[config.mk]
export PLATFORM = sky130hd
export DESIGN_NAME = dual_setpoint_button_panel_unit
export DESIGN_NICKNAME = d
export VERILOG_FILES = /design/src/sv/dspb_pkg.sv /design/src/sv/dspb_step.sv /design/src/sv/dual_setpoint_button_panel_unit.sv
export VERILOG_INCLUDE_DIRS = /design/src /design/src/sv
export SDC_FILE = /design/constraint.sdc
export NUM_CORES = 1
export LEC_CHECK = 0
export ABC_AREA = 1
export BUFFER_PORTS_ARGS = -buffer_cell sky130_fd_sc_hd__buf_2
export CORE_MARGIN = 5
export CORE_UTILIZATION = 57
export CTS_CLUSTER_DIAMETER = 100
export DETAILED_ROUTE_END_ITERATION = 10
export PLACE_DENSITY = 0.77
export SETUP_SLACK_MARGIN = 0.05
export SLEW_MARGIN = 20
export SYNTH_ARGS = -nofsm -noshare
export SYNTH_HDL_FRONTEND = slang
export SYNTH_SLANG_ARGS = --single-unit
[constraint.sdc]
create_clock -name clock -period 10.5 [get_ports clock]
set_input_delay 1.575 -clock clock [delete_from_list [all_inputs] [get_ports clock]]
set_output_delay 1.575 -clock clock [all_outputs]
set_load 0.01 [all_outputs]
[src/sv/assert_macros.svh]
// Assertion macros used by dual_setpoint_button_panel_unit.
// Define NO_ASSERTIONS to compile the checks away.
`ifndef ASSERT_MACROS_SVH
`define ASSERT_MACROS_SVH

`ifndef NO_ASSERTIONS

// Checks prop at every rising edge of clk while rst is low.
`define DSPB_ASSERT(lbl, clk, rst, prop, msg) \
   lbl: assert property (@(posedge clk) disable iff (rst) (prop)) else $error(msg);

// Checks ante |=> cons at rising edges of clk, while rst is low.
`define DSPB_ASSERT_NEXT(lbl, clk, rst, ante, cons, msg) \
   lbl: assert property (@(posedge clk) disable iff (rst) (ante) |=> (cons)) else $error(msg);

`else

`define DSPB_ASSERT(lbl, clk, rst, prop, msg)
`define DSPB_ASSERT_NEXT(lbl, clk, rst, ante, cons, msg)

`endif

`endif

[src/sv/dspb_pkg.sv]
package dspb_pkg;

   localparam int DEF_COUNT_WIDTH    = 16;
   localparam int DEF_SETPOINT_WIDTH = 10;

   // Widths of the configuration registers and of the write port.
   localparam int PRESS_WIDTH    = 16;
   localparam int HOLD_WIDTH     = 16;
   localparam int SP_MAX_WIDTH   = 10;
   localparam int STEP_WIDTH     = 6;
   localparam int CSR_DATA_WIDTH = 16;
   localparam int CSR_IDX_WIDTH  = 2;

   // Reset values.
   localparam logic [PRESS_WIDTH-1:0]  PRESS_RESET  = 16'd20;
   localparam logic [HOLD_WIDTH-1:0]   HOLD_RESET   = 16'd65000;
   localparam logic [SP_MAX_WIDTH-1:0] SP_MAX_RESET = 10'd850;
   localparam logic [STEP_WIDTH-1:0]   STEP_RESET   = 6'd5;
   localparam int                      SP_RESET     = 600;

   // Button slots in the hold counter array.
   localparam int BTN_PICK_ONE = 0;
   localparam int BTN_PICK_TWO = 1;
   localparam int BTN_DOWN     = 2;
   localparam int BTN_UP       = 3;
   localparam int BTN_COUNT    = 4;

   typedef enum logic [CSR_IDX_WIDTH-1:0] {
      REG_PRESS_COUNT  = 2'd0,
      REG_HOLD_COUNT   = 2'd1,
      REG_SETPOINT_MAX = 2'd2,
      REG_COARSE_STEP  = 2'd3
   } csr_index_type;

   typedef struct packed {
      logic [PRESS_WIDTH-1:0]  press_count;
      logic [HOLD_WIDTH-1:0]   hold_count;
      logic [SP_MAX_WIDTH-1:0] setpoint_max;
      logic [STEP_WIDTH-1:0]   coarse_step;
   } cfg_type;

   typedef struct packed {
      logic up;
      logic down;
      logic pick_two;
      logic pick_one;
   } button_set_type;

endpackage

[src/sv/dspb_step.sv]
// Next state of the panel for one poll: hold counters, selection, heater
// enables and the chosen setpoint, applied in the order pick one, pick two,
// down, up.
module dspb_step
   import dspb_pkg::*;
#(
   parameter int COUNT_WIDTH    = DEF_COUNT_WIDTH,
   parameter int SETPOINT_WIDTH = DEF_SETPOINT_WIDTH
) (
   input  cfg_type                                 cfg,
   input  button_set_type                          buttons,
   input  logic [BTN_COUNT-1:0][COUNT_WIDTH-1:0]   count_q,
   input  logic                                    sel_q,
   input  logic [SETPOINT_WIDTH-1:0]               sp_one_q,
   input  logic [SETPOINT_WIDTH-1:0]               sp_two_q,
   input  logic [1:0]                              en_q,
   output logic [BTN_COUNT-1:0][COUNT_WIDTH-1:0]   count_n,
   output logic                                    sel_n,
   output logic [SETPOINT_WIDTH-1:0]               sp_one_n,
   output logic [SETPOINT_WIDTH-1:0]               sp_two_n,
   output logic [1:0]                              en_n
);

   // Compare width for counts against the 16-bit thresholds.
   localparam int CMP_W = (COUNT_WIDTH > PRESS_WIDTH) ? COUNT_WIDTH : PRESS_WIDTH;
   // Setpoint arithmetic width with one bit of headroom for the sums.
   localparam int SP_W  = ((SETPOINT_WIDTH > SP_MAX_WIDTH) ? SETPOINT_WIDTH
                                                           : SP_MAX_WIDTH) + 1;
   localparam logic [COUNT_WIDTH-1:0] COUNT_TOP = '1;

   logic [BTN_COUNT-1:0] pressed;
   logic [BTN_COUNT-1:0] at_press;
   logic [BTN_COUNT-1:0] at_hold;
   logic [BTN_COUNT-1:0] past_hold;
   logic [SP_W-1:0]      sp_max_x;
   logic [SP_W-1:0]      step_x;
   logic [SETPOINT_WIDTH-1:0] t_sel, t_fine_dn, t_coarse_dn, t_fine_up, t_coarse_up;

   assign pressed[BTN_PICK_ONE] = buttons.pick_one;
   assign pressed[BTN_PICK_TWO] = buttons.pick_two;
   assign pressed[BTN_DOWN]     = buttons.down;
   assign pressed[BTN_UP]       = buttons.up;

   assign sp_max_x = SP_W'(cfg.setpoint_max);
   assign step_x   = SP_W'(cfg.coarse_step);

   always_comb begin
      for (int i = 0; i < BTN_COUNT; i++) begin
         if (!pressed[i]) begin
            count_n[i] = '0;
         end else if (count_q[i] == COUNT_TOP) begin
            count_n[i] = count_q[i];
         end else begin
            count_n[i] = count_q[i] + 1'b1;
         end
         at_press[i]  = pressed[i] && (CMP_W'(count_n[i]) == CMP_W'(cfg.press_count));
         at_hold[i]   = pressed[i] && (CMP_W'(count_n[i]) == CMP_W'(cfg.hold_count));
         past_hold[i] = pressed[i] && (CMP_W'(count_n[i]) >  CMP_W'(cfg.hold_count));
      end
   end

   always_comb begin
      sel_n = sel_q;
      if (at_press[BTN_PICK_ONE]) begin
         sel_n = 1'b0;
      end
      if (at_press[BTN_PICK_TWO]) begin
         sel_n = 1'b1;
      end
   end

   assign en_n[0] = en_q[0] ^ at_hold[BTN_PICK_ONE];
   assign en_n[1] = en_q[1] ^ at_hold[BTN_PICK_TWO];

   assign t_sel = sel_n ? sp_two_q : sp_one_q;

   always_comb begin
      t_fine_dn = t_sel;
      if (at_press[BTN_DOWN] && (SP_W'(t_sel) > SP_W'(1))) begin
         t_fine_dn = t_sel - 1'b1;
      end

      t_coarse_dn = t_fine_dn;
      if (past_hold[BTN_DOWN] && (SP_W'(t_fine_dn) > (step_x + SP_W'(1)))) begin
         t_coarse_dn = SETPOINT_WIDTH'(SP_W'(t_fine_dn) - step_x);
      end

      t_fine_up = t_coarse_dn;
      if (at_press[BTN_UP] && (SP_W'(t_coarse_dn) < sp_max_x)) begin
         t_fine_up = t_coarse_dn + 1'b1;
      end

      t_coarse_up = t_fine_up;
      if (past_hold[BTN_UP] && ((SP_W'(t_fine_up) + step_x) < sp_max_x)) begin
         t_coarse_up = SETPOINT_WIDTH'(SP_W'(t_fine_up) + step_x);
      end
   end

   assign sp_one_n = sel_n ? sp_one_q : t_coarse_up;
   assign sp_two_n = sel_n ? t_coarse_up : sp_two_q;

endmodule

[src/sv/dual_setpoint_button_panel_unit.sv]
// Button panel for a two-heater station. Each transfer on the req_ channel
// is one poll of the four buttons (pick one, pick two, down, up) as pressed
// flags; each poll gives exactly one transfer on the rsp_ channel carrying
// both setpoints, the chosen iron and both heater enables as they stand
// after that poll. A new poll is taken on every clock while rsp_ does not
// stall. The poll is captured in an input register, and the whole update
// (hold counters, selection, enable toggles and the down-then-up setpoint
// chain) is then worked out combinationally into the panel state and the
// result register. The four csr_ registers (press count, hold count,
// setpoint maximum, coarse step) are always ready and should only be
// written while no poll is in flight.
`include "assert_macros.svh"

module dual_setpoint_button_panel_unit
   import dspb_pkg::*;
#(
   parameter int COUNT_WIDTH    = DEF_COUNT_WIDTH,
   parameter int SETPOINT_WIDTH = DEF_SETPOINT_WIDTH
) (
   input  logic                      clock,
   input  logic                      reset,

   input  logic                      req_valid,
   output logic                      req_stall,
   input  logic                      req_down_pressed,
   input  logic                      req_up_pressed,
   input  logic                      req_pick_two_pressed,
   input  logic                      req_pick_one_pressed,

   output logic                      rsp_valid,
   input  logic                      rsp_stall,
   output logic [SETPOINT_WIDTH-1:0] rsp_setpoint_one,
   output logic [SETPOINT_WIDTH-1:0] rsp_setpoint_two,
   output logic                      rsp_chosen_iron,
   output logic                      rsp_enable_one,
   output logic                      rsp_enable_two,

   input  logic                      csr_valid,
   output logic                      csr_ready,
   input  logic [CSR_IDX_WIDTH-1:0]  csr_index,
   input  logic [CSR_DATA_WIDTH-1:0] csr_wdata
);

   // Configuration registers.
   cfg_type cfg_ff, cfg_in;

   // Input stage: the captured poll.
   logic           in_valid_ff, in_valid_in;
   button_set_type in_btn_ff, in_btn_in;

   // Panel state.
   logic [BTN_COUNT-1:0][COUNT_WIDTH-1:0] count_ff, count_in;
   logic                                  sel_ff, sel_in;
   logic [SETPOINT_WIDTH-1:0]             sp_one_ff, sp_one_in;
   logic [SETPOINT_WIDTH-1:0]             sp_two_ff, sp_two_in;
   logic [1:0]                            en_ff, en_in;

   // Result register.
   logic                      rsp_valid_ff, rsp_valid_in;
   logic [SETPOINT_WIDTH-1:0] rsp_sp_one_ff, rsp_sp_two_ff;
   logic                      rsp_sel_ff;
   logic [1:0]                rsp_en_ff;

   logic req_take;
   logic advance;
   logic fire;

   // The result register can take a new value when it is empty or being
   // drained in this cycle; the captured poll is then processed.
   assign advance   = !rsp_valid_ff || !rsp_stall;
   assign fire      = in_valid_ff && advance;
   assign req_stall = in_valid_ff && !advance;
   assign req_take  = req_valid && !req_stall;
   assign csr_ready = 1'b1;

   // Configuration writes.
   always_comb begin
      cfg_in = cfg_ff;
      if (csr_valid && csr_ready) begin
         case (csr_index)
            REG_PRESS_COUNT:  cfg_in.press_count  = csr_wdata[PRESS_WIDTH-1:0];
            REG_HOLD_COUNT:   cfg_in.hold_count   = csr_wdata[HOLD_WIDTH-1:0];
            REG_SETPOINT_MAX: cfg_in.setpoint_max = csr_wdata[SP_MAX_WIDTH-1:0];
            REG_COARSE_STEP:  cfg_in.coarse_step  = csr_wdata[STEP_WIDTH-1:0];
            default:          cfg_in = cfg_ff;
         endcase
      end
   end

   always_ff @(posedge clock) begin
      if (reset) begin
         cfg_ff.press_count  <= PRESS_RESET;
         cfg_ff.hold_count   <= HOLD_RESET;
         cfg_ff.setpoint_max <= SP_MAX_RESET;
         cfg_ff.coarse_step  <= STEP_RESET;
      end else begin
         cfg_ff <= cfg_in;
      end
   end

   // Input stage.
   always_comb begin
      in_valid_in = in_valid_ff;
      in_btn_in   = in_btn_ff;
      if (req_take) begin
         in_valid_in        = 1'b1;
         in_btn_in.up       = req_up_pressed;
         in_btn_in.down     = req_down_pressed;
         in_btn_in.pick_two = req_pick_two_pressed;
         in_btn_in.pick_one = req_pick_one_pressed;
      end else if (fire) begin
         in_valid_in = 1'b0;
      end
   end

   always_ff @(posedge clock) begin
      if (reset) begin
         in_valid_ff <= 1'b0;
      end else begin
         in_valid_ff <= in_valid_in;
      end
      in_btn_ff <= in_btn_in;
   end

   // One poll's worth of state update.
   logic [BTN_COUNT-1:0][COUNT_WIDTH-1:0] count_n;
   logic                                  sel_n;
   logic [SETPOINT_WIDTH-1:0]             sp_one_n, sp_two_n;
   logic [1:0]                            en_n;

   dspb_step #(
      .COUNT_WIDTH    (COUNT_WIDTH),
      .SETPOINT_WIDTH (SETPOINT_WIDTH)
   ) u_step (
      .cfg      (cfg_ff),
      .buttons  (in_btn_ff),
      .count_q  (count_ff),
      .sel_q    (sel_ff),
      .sp_one_q (sp_one_ff),
      .sp_two_q (sp_two_ff),
      .en_q     (en_ff),
      .count_n  (count_n),
      .sel_n    (sel_n),
      .sp_one_n (sp_one_n),
      .sp_two_n (sp_two_n),
      .en_n     (en_n)
   );

   assign count_in  = fire ? count_n  : count_ff;
   assign sel_in    = fire ? sel_n    : sel_ff;
   assign sp_one_in = fire ? sp_one_n : sp_one_ff;
   assign sp_two_in = fire ? sp_two_n : sp_two_ff;
   assign en_in     = fire ? en_n     : en_ff;

   always_ff @(posedge clock) begin
      if (reset) begin
         count_ff  <= '0;
         sel_ff    <= 1'b0;
         sp_one_ff <= SETPOINT_WIDTH'(SP_RESET);
         sp_two_ff <= SETPOINT_WIDTH'(SP_RESET);
         en_ff     <= '0;
      end else begin
         count_ff  <= count_in;
         sel_ff    <= sel_in;
         sp_one_ff <= sp_one_in;
         sp_two_ff <= sp_two_in;
         en_ff     <= en_in;
      end
   end

   // Result register: holds its value until the transfer on rsp_ completes.
   always_comb begin
      rsp_valid_in = rsp_valid_ff;
      if (fire) begin
         rsp_valid_in = 1'b1;
      end else if (!rsp_stall) begin
         rsp_valid_in = 1'b0;
      end
   end

   always_ff @(posedge clock) begin
      if (reset) begin
         rsp_valid_ff <= 1'b0;
      end else begin
         rsp_valid_ff <= rsp_valid_in;
      end
      if (fire) begin
         rsp_sp_one_ff <= sp_one_n;
         rsp_sp_two_ff <= sp_two_n;
         rsp_sel_ff    <= sel_n;
         rsp_en_ff     <= en_n;
      end
   end

   assign rsp_valid        = rsp_valid_ff;
   assign rsp_setpoint_one = rsp_sp_one_ff;
   assign rsp_setpoint_two = rsp_sp_two_ff;
   assign rsp_chosen_iron  = rsp_sel_ff;
   assign rsp_enable_one   = rsp_en_ff[0];
   assign rsp_enable_two   = rsp_en_ff[1];

   // A processed poll always leaves a result behind it.
   `DSPB_ASSERT_NEXT(a_fire_gives_result, clock, reset, fire, rsp_valid_ff, "processed poll left no result")

   // A result only appears after a captured poll was processed.
   `DSPB_ASSERT(a_result_has_source, clock, reset, $rose(rsp_valid_ff) |-> $past(in_valid_ff), "result without a captured poll")

   // Heater enables change only when a poll is processed.
   `DSPB_ASSERT(a_enable_only_on_poll, clock, reset, (!$past(reset) && !$past(fire)) |-> $stable(en_ff), "heater enable changed without a poll")

   // A released pick-one button leaves its hold counter cleared.
   `DSPB_ASSERT(a_release_clears_count, clock, reset, (!$past(reset) && $past(fire) && !$past(in_btn_ff.pick_one)) |-> (count_ff[BTN_PICK_ONE] == '0), "hold counter not cleared on release")

endmodule
# Yosys cells after proc, flatten, opt, wreduce, memory -nomap -nowiden
# Cells that the tools add are included.
[word_totals] inputBits=27 register_bits=164
[classes] order_cmp=6 n_mux=21 add_sub_neg=9 n_reduce_logical=26 bitwise_logic=2 eq_ne=14
[ops] op="$mux 16" n=8
[ops] op="$eq 16x16->1" n=6
[ops] op="$mux 10" n=7
[ops] op="$add 16x1->16 const B" n=4
[ops] op="$eq 16x16->1 const B" n=4
[ops] op="$gt 16x16->1" n=2
[ops] op="$logic_and 1x1->1" n=15
[ops] op="$add 10x6->11" n=1
[ops] op="$gt 10x11->1" n=1
[ops] op="$lt 11x10->1" n=1
[ops] op="$add 10x1->10 const B" n=1
[ops] op="$gt 10x1->1 const B" n=1
[ops] op="$lt 10x10->1" n=1
[ops] op="$sub 10x1->10 const B" n=1
[ops] op="$sub 10x6->10" n=1
[ops] op="$reduce_and 2->1" n=4
[ops] op="$add 6x1->7 const B" n=1
[ops] op="$mux 1" n=6
[ops] op="$eq 2x2->1 const B" n=2
[ops] op="$logic_not 1->1" n=4
[ops] op="$eq 2x1->1 const B" n=1
[ops] op="$logic_not 2->1" n=1
[ops] op="$ne 2x1->1 const B" n=1
[ops] op="$reduce_bool 2->1" n=1
[ops] op="2 further kinds" n=3

# Logic depth before layout (Yosys ltp)
[depth] depth_word=22 ltp_mapped=82

# Cells and area by module
# Synthesis repeated with hierarchy kept, for this count alone.
[hier_totals] hier_cells=2266 area_unflattened_um2=14201.1
[modules_own_cells] mod="dspb_step" cells_per_inst=1484 area_per_inst_um2=7739.9 seq_area_each_um2=0.0 n_inst=1
[modules_own_cells] mod="dual_setpoint_button_panel_unit" cells_per_inst=782 area_per_inst_um2=6461.2 seq_area_each_um2=3553.4 n_inst=1

# Worst setup path after synthesis
# Ideal clock, no wire load.
[synth_path] path_kind="reg2reg" startpoint="reg count_ff[0] in the netlist's numbering" endpoint="reg rsp_sp_one_ff[6], in the netlist rsp_setpoint_one[6], data pin" path_slack_ps=751 path_stages_with_launch=73 period_less_slack_ps=9749 setup_ps=255 arrival_ps=9494 path_cell_list="dfxtp_1 ha_1 nand3_2 inv_2 nand2_4 inv_2 nand2_1 buf_6 nand3_2 nand2_1 xor2_1 nor2_1 nand2_1 nor2_1 nand2_1 nand2_4 nand2_4 buf_8 (+37 left out) fa_1 nand3_1 nand2_1 a21oi_1 o21ai_0 nand3_2 nor2_4 nand2_1 and2_1 ha_1 a21oi_1 nand2_1 a21oi_1 nand2_4 buf_6 nand2_1 nand3_1 and2_1"
[synth_via] elab_chain_len=22
[synth_lines] element="start, declared" line_no="dual_setpoint_button_panel_unit.sv:52" source="logic [BTN_COUNT-1:0][COUNT_WIDTH-1:0] count_ff, count_in;"
[synth_lines] element="start signal, assigned" line_no="dual_setpoint_button_panel_unit.sv:163" source="count_ff <= count_in;"
[synth_lines] element="$add 16x1->16 / $eq 16x16->1 (equally long branches)" line_no="dspb_step.sv:54, dspb_step.sv:51"
[synth_lines] element="$mux 16 (*)" line_no="dspb_step.sv:51" source="end else if (count_q[i] == COUNT_TOP) begin"
[synth_lines] element="$mux 16 (*)" line_no="dspb_step.sv:49" source="if (!pressed[i]) begin"
[synth_lines] element="$eq 16x16->1 (*)" line_no="dspb_step.sv:56" source="at_press[i] = pressed[i] && (CMP_W'(count_n[i]) == CMP_W'(cfg.press_count));"
[synth_lines] element="$logic_and 1x1->1 (*)" line_no="dspb_step.sv:56"
[synth_lines] element="$mux 1 (*)" line_no="dspb_step.sv:64" source="if (at_press[BTN_PICK_ONE]) begin"
[synth_lines] element="$mux 1 (*)" line_no="dspb_step.sv:67" source="if (at_press[BTN_PICK_TWO]) begin"
[synth_lines] element="$mux 10" line_no="dspb_step.sv:75" source="assign t_sel = sel_n ? sp_two_q : sp_one_q;"
[synth_lines] element="(+7 left out)"
[synth_lines] element="$logic_and 1x1->1" line_no="dspb_step.sv:89" source="if (at_press[BTN_UP] && (SP_W'(t_coarse_dn) < sp_max_x)) begin"
[synth_lines] element="$mux 10" line_no="dspb_step.sv:89"
[synth_lines] element="$add 10x6->11" line_no="dspb_step.sv:94" source="if (past_hold[BTN_UP] && ((SP_W'(t_fine_up) + step_x) < sp_max_x)) begin"
[synth_lines] element="$lt 11x10->1" line_no="dspb_step.sv:94"
[synth_lines] element="$logic_and 1x1->1" line_no="dspb_step.sv:94"
[synth_lines] element="$mux 10" line_no="dspb_step.sv:94"
[synth_lines] element="$mux 10 (*)" line_no="dspb_step.sv:99" source="assign sp_one_n = sel_n ? sp_one_q : t_coarse_up;"
[synth_lines] element="via sp_one_n[6]" line_no="dual_setpoint_button_panel_unit.sv:128" source="logic [SETPOINT_WIDTH-1:0] sp_one_n, sp_two_n;"
[synth_lines] element="end signal, assigned" line_no="dual_setpoint_button_panel_unit.sv:188" source="rsp_sp_one_ff <= sp_one_n;"
[synth_lines] element="end, declared" line_no="dual_setpoint_button_panel_unit.sv:60" source="logic [SETPOINT_WIDTH-1:0] rsp_sp_one_ff, rsp_sp_two_ff;"
# The timed path passes the listed nets; every way through them passes the cells marked *.
# A chain may end at the register's enable or synchronous reset.

# Final worst setup path
[layout_path] startpoint="reg count_ff[1] in the netlist's numbering" endpoint="reg sp_two_ff[0]"
[layout_via] elab_chain_len=22
[layout_lines] element="$add 16x1->16 / $eq 16x16->1 (equally long branches)" line_no="dspb_step.sv:54, dspb_step.sv:51"
[layout_lines] element="$mux 16 (*)" line_no="dspb_step.sv:51"
[layout_lines] element="$mux 16 (*)" line_no="dspb_step.sv:49"
[layout_lines] element="$eq 16x16->1 (*)" line_no="dspb_step.sv:56"
[layout_lines] element="$logic_and 1x1->1 (*)" line_no="dspb_step.sv:56"
[layout_lines] element="$mux 1 (*)" line_no="dspb_step.sv:64"
[layout_lines] element="$mux 1 (*)" line_no="dspb_step.sv:67"
[layout_lines] element="$mux 10" line_no="dspb_step.sv:75"
[layout_lines] element="(+6 left out)"
[layout_lines] element="$lt 10x10->1" line_no="dspb_step.sv:89"
[layout_lines] element="$logic_and 1x1->1" line_no="dspb_step.sv:89"
[layout_lines] element="$mux 10" line_no="dspb_step.sv:89"
[layout_lines] element="$add 10x6->11" line_no="dspb_step.sv:94"
[layout_lines] element="$lt 11x10->1" line_no="dspb_step.sv:94"
[layout_lines] element="$logic_and 1x1->1" line_no="dspb_step.sv:94"
[layout_lines] element="$mux 10" line_no="dspb_step.sv:94"
[layout_lines] element="$mux 10 (*)" line_no="dspb_step.sv:100" source="assign sp_two_n = sel_n ? t_coarse_up : sp_two_q;"
[layout_lines] element="end signal, assigned" line_no="dual_setpoint_button_panel_unit.sv:160" source="sp_two_ff <= SETPOINT_WIDTH'(SP_RESET);"
[layout_lines] element="end signal, assigned" line_no="dual_setpoint_button_panel_unit.sv:166" source="sp_two_ff <= sp_two_in;"
[layout_lines] element="end, declared" line_no="dual_setpoint_button_panel_unit.sv:55" source="logic [SETPOINT_WIDTH-1:0] sp_two_ff, sp_two_in;"
# Mark *: on every way between the ends. The rest lies on a longest branch, timed or not.

==> flow_summary.ini <==
[outcome]
status = finished, final reports clean

[synth]
yosysMostFrequentCell = nand2_1
yosys.area.top_type_share = 0.214
synth_edf_count = 27
syn_nets = 2029
ys_seq_area_frac = 0.277
synth-seq-cells = 164
async_flop_share = 0
ys_warn_count = 0
synth_ff_type = dfxtp_1
yosys.area.top_type = dfxtp_1
synthTopCellsByCount = nand2_1, inv_1, a21oi_1, nand3_1, nor2_1
synthCells = 1923
synth_area_um2 = 12800
syn_avg_cell_area_um2 = 6.66
synth_cell_type_count = 57
ys_top_cells_by_area = dfxtp_1, nand2_1, inv_1

[critical_path]
startpoint_type = register
arrival_ns = 10.58
reg2reg_slack_ns = 0.27
critPathMaxFanout = 7
r2r_end = sp_two_ff[0]$_SDFFE_PP0P_
worst_setup_path_end_kind = register
worst_r2r_path_depth = 76
crit_slowest_cell = dfxtp_4
timing.critical_path.mode_cell = nand2_1
critical_path_class = register to register
r2r_start = count_ff[1]$_SDFFE_PP0P_
critical_path_required_ns = 10.84
critPathLaunch = count_ff[1]$_SDFFE_PP0P_
max_stage_delay_ns = 0.38
cp-endpoint = sp_two_ff[0]$_SDFFE_PP0P_

[global_routing]
grt_pass1_wl_um = 62400
grt_usage = 0.300
grt_max_degree = 107
antenna_found_initial = 0
grt_pass1_vias = 11900
grt.overflow.total = 0

[cts]
cts.clk_slew.worst_paths_ns = 0.08
numCtsBuffers = 17
ctsHoldBuffers = 0
htreeDepth = 4
insertion_delay_ns = 0.45
cts-root-buf = clkbuf_16
cts.sinks = 164
cts_tree = done
clockBufferDepth = 2

[sta]
fin_ws_ns = 0.267
period_share = 0.975
relSlewSlack = 0.201
tightest_slew_ns = 1.20
fmax_mhz = 97.7
period_minus_slack_ns = 10.23
rsz0062_at_grt = true
slew_viol_final = 0
setup_viol = 0
finClkSkew_ns = 0.0173
hold_viol_final = 0

[route]
met3_length_um = 4250
wl_met2_um = 18600
viasPerCell = 5.90
drt_wl_total_um = 41600
drc = 0
routed.top_layer = met4
drtPass1Iterations = 7
avgRoutedWirePerCell_um = 18.1
via_count = 13600
wl_met1_um = 17800
ant_nets = 0
drt_iter0_drc = 1527

[cells_and_area]
drive_gt1_frac = 0.193
stdcell_count = 2298
fillers = 1835
areaGrowthSynthToFinish_pct = 17.2
diodes = 0
nNetsFinal = 2111

[flow_run]
max_cap_viol_count = 0

[placement]
portBuffers = 51
place_congestion = 1.02
dp_slack_ns = -0.303
placed_cells = 2220
hpwl_um = 29900

[hold_path]
hold_class = register to register
whs_path_depth = 2

[pwr]
power_density_nw_per_um2 = 120
ir_drop_mv = 0.107
p_leak_nw = 6.93

[floorplanning]
die_x_um = 160
fp.coreArea_um2 = 22000
row_count = 54
ioPinCount = 53
start_util = 0.583
die_y_um = 160
fp.dieArea_um2 = 25600
worst max-delay path, delay by kind of cell (launching register included):
kind	cells	cell delay (ns)
buffers and inverters	14	1.42
flip-flops	1	0.38
AO/OA/AOI/OAI	13	2.27
XOR/XNOR	3	0.63
adder cells (fa/ha/maj)	6	1.51
AND/OR/NAND/NOR	40	3.91
layout by cell type (no fill, tap or decap), types with 37 or more instances in the layout:
cell type,synthesis,final
nor2_1,138,123
nand3_1,148,131
inv_1,257,253
buf_4,1,60
a21oi_1,157,145
nand4_1,45,45
nand2_1,407,375
ha_1,77,64
nand2_2,31,57
o21ai_0,133,130
xor2_1,72,68
nor3_1,42,37
buf_2,4,51
dfxtp_1,137,112
per-stage QoR:
stage	utilization	cell area (um^2)	power, mW	TNS (ns)	hold WS (ns)
finish	0.683	15000	1.81	0	0.479
global route	0.683	15000	1.88	-9.72	0.494
CTS	0.636	14000	1.76	0	0.479
detailed placement	0.607	13300	1.09	-6.99	0.460
global placement	0.607	13300	1.08	0	0.451
floorplan	-	12800	0.982	0	0.441
power breakdown:
group          switching (mW)  total, mW  internal [mW]
sequential             0.0444      0.722          0.678
clock                   0.293      0.674          0.381
combinational           0.263      0.412          0.149
worst min-delay path by stage:
stage	startpoint	to	slack, ns
CTS	sp_one_ff[3]$_SDFFE_PP1P_	sp_one_ff[3]$_SDFFE_PP1P_	0.48
detailed placement	sp_one_ff[3]$_SDFFE_PP1P_	sp_one_ff[3]$_SDFFE_PP1P_	0.46
finish	sp_one_ff[4]$_SDFFE_PP1P_	sp_one_ff[4]$_SDFFE_PP1P_	0.48
global route	sp_one_ff[4]$_SDFFE_PP1P_	sp_one_ff[4]$_SDFFE_PP1P_	0.49
floorplan	sp_one_ff[3]$_SDFFE_PP1P_	sp_one_ff[3]$_SDFFE_PP1P_	0.44
global placement	sp_two_ff[6]$_SDFFE_PP1P_	sp_two_ff[6]$_SDFFE_PP1P_	0.45
routing by layer:
layer  up-vias  global-route usage
met5         -                   0
met4         0              0.0845
met3       101              0.0575
met2       687               0.458
met1      6239               0.433
li1       6536                   -
cells by family after synthesis:
family | share of synthesized area
AOI/OAI and AO/OA | 0.157
DFF | 0.277
xor gates and xnor gates | 0.0581
buffers and inverters | 0.101
other | 0.000293
and+or+nand+nor | 0.328
adders and majority gates | 0.0783
state kept, by name, summed over array words and instances (netlist names):
name              count
cfg_ff               48
in_valid_ff           1
in_btn_ff             4
sp_two_ff            10
rsp_setpoint_one     10
sel_ff                1
sp_one_ff            10
count_ff             64
en_ff                 2
rsp_en_ff             2
rsp_chosen_iron       1
rsp_valid             1
rsp_setpoint_two     10
layout make-up:
class,count,area [um^2],area share
multi-input combinational,1432,8620,0.575
sequential,164,3590,0.240
inverter,273,1030,0.0685
timing repair buffer,117,796,0.0530
clock buffer,17,425,0.0283
tap,280,350,0.0233
clock inverter,15,191,0.0128
repair_timing:
action                                  in CTS  in global routing
cloned                                       0                  4
endpoints found under the setup margin      40                 40
pin swaps                                    0                 68
setup buffers                                1                 41
resized for setup                            8                176
No activity file was read; power rests on OpenSTA's default activity.
